File: src/lru_slot_list_assert.svh
// ----------------------------------------------------------------------------
// lru_slot_list_assert.svh - assertion macros
// Short forms for clocked implication checks with synchronous reset.
// ----------------------------------------------------------------------------
`ifndef LRU_SLOT_LIST_ASSERT_SVH
`define LRU_SLOT_LIST_ASSERT_SVH

// same-cycle implication
`define LSL_ASSERT_IMP(label, clk, rst_n, a, b) \
  label: assert property (@(posedge clk) disable iff (!rst_n) (a) |-> (b)) \
    else $error("lru_slot_list assertion failed");

// next-cycle implication
`define LSL_ASSERT_NXT(label, clk, rst_n, a, b) \
  label: assert property (@(posedge clk) disable iff (!rst_n) (a) |=> (b)) \
    else $error("lru_slot_list assertion failed");

`endif

File: src/lsl_pkg.sv
// ----------------------------------------------------------------------------
// lsl_pkg - shared definitions for lru_slot_list
// Field widths, default parameters, opcodes and controller/datapath structs.
// ----------------------------------------------------------------------------
package lsl_pkg;

  localparam int SLOT_W       = 10;
  localparam int SLOTS_DEF    = 1024;
  localparam int RESERVED_DEF = 3;

  localparam logic OP_TOUCH = 1'b0;
  localparam logic OP_ALLOC = 1'b1;

  typedef struct packed {
    logic init_wr;
    logic accept;
    logic unlink_wr;
    logic link_wr;
    logic load_out;
  } cmd_t;

  typedef struct packed {
    logic init_last;
    logic skip;
  } sts_t;

endpackage

File: src/lsl_ctrl.sv
// ----------------------------------------------------------------------------
// lsl_ctrl - sequencer for lru_slot_list
// Init sweep, then per request: read links, unlink+relink if moving, deliver.
// ----------------------------------------------------------------------------
`include "lru_slot_list_assert.svh"

module lsl_ctrl (
  input  logic          clk,
  input  logic          rst_n,
  input  logic          in_valid,
  output logic          in_ready,
  output logic          out_valid,
  input  logic          out_ready,
  input  lsl_pkg::sts_t sts,
  output lsl_pkg::cmd_t cmd
);

  typedef enum logic [4:0] {
    S_INIT   = 5'b00001,
    S_IDLE   = 5'b00010,
    S_UNLINK = 5'b00100,
    S_LINK   = 5'b01000,
    S_DONE   = 5'b10000
  } state_t;

  state_t state_r, state_nxt;
  logic   out_valid_r, out_valid_nxt;
  logic   accept;

  assign in_ready = (state_r == S_IDLE);
  assign accept   = in_valid && in_ready;

  always_comb begin
    cmd.init_wr   = (state_r == S_INIT);
    cmd.accept    = accept;
    cmd.unlink_wr = (state_r == S_UNLINK);
    cmd.link_wr   = (state_r == S_LINK);
    cmd.load_out  = (state_r == S_DONE) && (!out_valid_r || out_ready);
  end

  always_comb begin
    state_nxt = state_r;
    case (state_r)
      S_INIT: begin
        if (sts.init_last) state_nxt = S_IDLE;
      end
      S_IDLE: begin
        if (accept) state_nxt = sts.skip ? S_DONE : S_UNLINK;
      end
      S_UNLINK: state_nxt = S_LINK;
      S_LINK:   state_nxt = S_DONE;
      S_DONE: begin
        if (cmd.load_out) state_nxt = S_IDLE;
      end
      default:  state_nxt = S_INIT;
    endcase
  end

  always_comb begin
    out_valid_nxt = out_valid_r;
    if (cmd.load_out) begin
      out_valid_nxt = 1'b1;
    end else if (out_ready) begin
      out_valid_nxt = 1'b0;
    end
  end

  always_ff @(posedge clk) begin
    if (!rst_n) begin
      state_r     <= S_INIT;
      out_valid_r <= 1'b0;
    end else begin
      state_r     <= state_nxt;
      out_valid_r <= out_valid_nxt;
    end
  end

  assign out_valid = out_valid_r;

  `LSL_ASSERT_NXT(a_move_path, clk, rst_n, accept && !sts.skip, state_r == S_UNLINK)
  `LSL_ASSERT_NXT(a_unlink_link, clk, rst_n, state_r == S_UNLINK, state_r == S_LINK)
  `LSL_ASSERT_IMP(a_init_quiet, clk, rst_n, state_r == S_INIT, !out_valid_r)
  `LSL_ASSERT_NXT(a_done_hold, clk, rst_n,
                  state_r == S_DONE && out_valid_r && !out_ready, state_r == S_DONE)

endmodule

File: config.mk
export PLATFORM = sky130hd
export DESIGN_NAME = lsl_ctrl
export DESIGN_NICKNAME = d
export VERILOG_FILES = /design/src/lsl_pkg.sv /design/src/lsl_ctrl.sv
export VERILOG_INCLUDE_DIRS = /design/src /design/src/src
export SDC_FILE = /design/constraint.sdc
export NUM_CORES = 1
export LEC_CHECK = 0
export ABC_AREA = 1
export BUFFER_PORTS_ARGS = -buffer_cell sky130_fd_sc_hd__buf_2
export CAP_MARGIN = 20
export CORE_AREA = 2 2 39 41
export CTS_CLUSTER_SIZE = 24
export DETAILED_ROUTE_END_ITERATION = 10
export DIE_AREA = 0 0 41 43
export SYNTH_ARGS = -nofsm -noshare
export SYNTH_HDL_FRONTEND = slang
export SYNTH_SLANG_ARGS = --single-unit
File: constraint.sdc
create_clock -name clk -period 1.34 [get_ports clk]
set_clock_uncertainty 0.2 [all_clocks]
set_input_delay 0.201 -clock clk [delete_from_list [all_inputs] [get_ports clk]]
set_output_delay 0.201 -clock clk [all_outputs]
set_load 0.01 [all_outputs]
Word level (Yosys, flattened, before mapping)
Index checks and enable logic that the tools add are counted.
{ "classes": {"addsub": 0, "mul": 0, "div_mod_pow": 0, "order_cmp": 0, "eq_ne": 8, "shift": 0, "mux": 7, "bitwise": 0, "reduce_logical": 6} }
{ "ops": {"columns": ["cell", "n"], "rows": [
  ["5-bit one-hot mux with 5 select lines", 1],
  ["5-bit 2-to-1 mux", 4],
  ["5-bit by 1-bit equality test with 1-bit output, second input constant", 1],
  ["5-bit by 2-bit equality test with 1-bit output, second input constant", 1],
  ["5-bit by 3-bit equality test with 1-bit output, second input constant", 1],
  ["5-bit by 4-bit equality test with 1-bit output, second input constant", 1],
  ["5-bit equality test, second input constant", 1],
  ["2-bit inequality test, second input constant", 2],
  ["3-bit AND reduction", 1],
  ["1-bit logical AND", 2],
  ["1-bit 2-to-1 mux", 2],
  ["2-bit by 1-bit inequality test with 1-bit output, second input constant", 1],
  ["2-bit nonzero test", 1],
  ["1-bit zero test", 1],
  ["1-bit logical OR", 1]
]} }
{ "word_totals": {"ff_bits": 6, "latch_bits": 0, "ram_bits": 0, "romBits": 0, "inputBits": 6, "output_inout_bits": 7, "elab_cells": 23, "memories": 0} }

Longest topological paths before layout
{ "depth": {"depth_word": 5, "mapped_depth": 7, "ltp_nobuf": 7} }

Worst setup path after synthesis
Ideal clock, no wire load.
{ "synth_path": {"path_kind": "reg2reg", "start": "register state_r[0]", "end": "register state_r[0]", "setup_ns": 0.121, "arrival_ns": 0.968, "t_required_ns": 1.019, "slack_ns": 0.052, "stages_incl_launch_ff": 7, "synth_period_minus_slack_ns": 1.288, "path_cell_list": "dfxtp_1 nor2_1 inv_1 nor2_1 inv_1 nand4_1 nand3_1"} }
{ "synth_lines": {"columns": ["element", "line", "source"], "rows": [
  ["start: declaration", "lsl_ctrl.sv:26", "state_t state_r, state_nxt;"],
  ["start signal: assignment", "lsl_ctrl.sv:73", "state_r <= state_nxt;"]
]} }

==> impl_metrics.csv <==
group,metric,value,unit
final_layout,final_cell_mix,"buf_4, buf_2, inv_1, nor2_4, nor2_1",
placement,dp.cells,79,
timing,max_freq,0.6461,GHz
setup_path,cp_num_cells,4,
final_layout,layout.cells.non_filler,94,
setup_path,worst_setup_path_start_kind,"register",
floorplan,rows,14,
power_and_ir_drop,p_leak,0.2969,nW
timing,min_period_over_period,115.5,%
setup_path,slowest_delay,0.33,ns
final_layout,syn_to_final_growth,79.58,%
run,max_cap_violations,0,
placement,portBuffers,12,
timing,period_minus_slack,1.548,ns
clocking,cts.htree.levels,1,
final_layout,drive_gt1_share,65.38,%
detailed_routing,drtIter0Drc,12,
detailed_routing,avgViaCountPerCell,4.787,
placement,dpl_cell_area,427.9,sq um
floorplan,dieArea,1763,sq um
detailed_routing,num_vias,450,
power_and_ir_drop,p_per_area,1723,nW/um^2
setup_path,required,0.94,ns
clocking,clk_latency,0.25,ns
run_status,failed_checks,"negative setup slack",
detailed_routing,wl_per_cell,13.20,um
grt,antenna_found_initial,0,
setup_path,cp_top_family,"simple AND/OR/NAND/NOR gates",
floorplan,core-area,1384,sq um
synth,synthCells,52,
grt,grt_first_pass_wirelength,1.704,mm
detailed_routing,detail-route-antenna-nets,0,
power_and_ir_drop,finalPower,1.100,mW
setup_path,critPathCaptureType,"primary output",
grt,overflow,0,
setup_path,cpMaxStageDelayCell,"dfxtp_2",
setup_path,critPathMaxFanout,5,
detailed_routing,drc,0,
setup_path,worstPathCellList,"nor2_4, nand3_2, nor2_2, buf_2",
synth,synth_nets,58,
synth,synth_top_cell_by_area,"dfxtp_1",
timing,maxSlewViolCount,0,
timing,tightest_slew,0.2039,ns
clocking,clockBufferDepth,2,
timing,rsz0062_at_grt,"true",
synth,synthMuxAreaShare,0,%
setup_path,critPathCapture,"cmd[0]",
synth,synth_top_family_by_area,"simple AND/OR/NAND/NOR gates",
clocking,cts_made_buffers,3,
clocking,cts_sinks,6,
placement,place_hpwl,644.2,um
placement,dp_slack,0.01974,ns
synth,avgSynthCellArea,6.833,sq um
power_and_ir_drop,ir_worst_vdd,0.5812,mV
setup_path,reg2reg_slack,-0.12,ns
synth,ys_seq_area_share,33.80,%
setup_path,worstPathArrival,1.15,ns
timing,setup_viol,9,
floorplan,die_w,41,um
detailed_routing,finalWirelength,1.241,mm
final_layout,diodes,0,
clocking,cts_tree,"built",
grt,grt_pass1_vias,427,
setup_path,setup.worst_path.start,"state_r[2]",
synth,post_synth_num_cell_types,17,
final_layout,fin_util,46.11,%
synth,synth_xor_xnor_area_share,0,%
synth,synth_seq_cells,6,
synth,syn_area,355.3,sq um
setup_path,rr_endpoint,"state_r[0]",
final_layout,layout.nets,86,
floorplan,top_level_ports,13,
synth,synthAdderAreaFrac,0,%
clocking,clk_pin_slew,0.05,ns
setup_path,setup.worst_path.class,"reg -> out",
grt,grtUsageTotal,14.66,%
timing,slew_headroom,86.36,%
final_layout,final_area,638.1,sq um
synth,synth-simple-area-share,43.31,%
clocking,ctsRootBufferMaster,"clkbuf_4",
timing,finalHoldViolCount,0,
synth,ys_warn_count,0,
floorplan,start_util,25.68,%
final_layout,final_common_cell,"buf_4",
synth,yosysTopAreaCellShare,33.80,%
grt,grt_max_degree,7,
setup_path,r2r_cells,7,
setup_path,r2r_start,"state_r[2]",
placement,gp_congestion,0.7280,
detailed_routing,drt-pass1-iter-count,4,
run_status,outcome,"complete, but fails checks",
timing,layout_setup_ws,-0.2077,ns
floorplan,die_y,43,um
synth,synthTopCellsByArea,"dfxtp_1, nor2_1, inv_1",
synth,synth-compound-area-share,5.634,%
setup_path,path_buf_inv,1,
hold_path,hold_path.class,"in -> reg",
registers in the layout, summed over array words and instances (netlist names):
| signal | count |
|---|---|
| out_valid | 1 |
| state_r | 5 |
tightest hold or removal path, cell delays in order:
cell,delay [ns]
buf_2,0.08
inv_1,0.04
nand4_2,0.11
nand3_1,0.07
power breakdown:
part / internal, mW / total (mW) / switching, mW
Clock: 0.102 / 0.180 / 0.0777
Combinational: 0.284 / 0.604 / 0.320
Sequential: 0.249 / 0.316 / 0.0669
Total: 0.635 / 1.10 / 0.465
worst min path at each step:
| stage | cells after the start | end | slack [ns] | start |
|---|---|---|---|---|
| 2_1_floorplan | 1 | state_r[0] | 0.09 | rst_n |
| 3_3_place_gp | 2 | state_r[0] | 0.24 | rst_n |
| 3_5_place_dp | 2 | state_r[0] | 0.25 | rst_n |
| 4_1_cts | 3 | out_valid | 0.11 | out_ready |
| 5_1_grt | 3 | out_valid | 0.13 | out_ready |
| 6_report | 4 | state_r[0] | 0.1 | sts[1] |
cell type report:
cell class,instances,area (sq um)
Tap cell,16,20.02
Clock buffer,3,22.52
Fill cell,141,745.7
Timing Repair Buffer,25,181.4
Inverter,12,48.80
Multi-Input combinational cell,32,232.7
Sequential cell,6,132.6
cells in the mapped netlist:
| cell | instances |
|---|---|
| clkinv_2 | 1 |
| a31oi_1 | 1 |
| nand3b_1 | 2 |
| inv_1 | 10 |
| o22ai_1 | 1 |
| dfxtp_1 | 6 |
| nand4_2 | 1 |
| nor3_1 | 1 |
| buf_4 | 2 |
| nor2_4 | 1 |
| nand3_2 | 1 |
| inv_2 | 1 |
| nor2_1 | 12 |
| nand2_1 | 3 |
| o21a_1 | 1 |
| nand3_1 | 5 |
| nand4_1 | 3 |
cell families (layout without fill, tap and decap cells):
kind of cell,after synthesis,after routing
compound gates,3,3
buf+inv,14,40
flops,6,6
simple gates,29,29
metrics by stage:
step           hold slack (ns)  TNS [ns]
4_1_cts                 0.1058   -0.8088
2_1_floorplan          0.08550         0
5_1_grt                 0.1324    -1.684
6_report               0.09861    -1.206
3_3_place_gp            0.2425         0
3_5_place_dp            0.2459         0
timing repair:
action,CTS,global route
setup endpoints to repair,6,10
hold buffers,2,0
buffers inserted,9,3
resized for setup,18,12
pin swaps,8,12
hold endpoints to repair,2,0
cloned,0,0
per-layer routing:
| metal | global-route usage (%) | wire (um) | vias to the layer above |
|---|---|---|---|
| li1 | - | - | 220 |
| met1 | 16.08 | 469 | 202 |
| met2 | 22.50 | 668 | 24 |
| met3 | 5.236 | 84 | 4 |
| met4 | 9.333 | 19 | 0 |
| met5 | 0 | 0 | - |
Power figures use the tool's default switching activity.
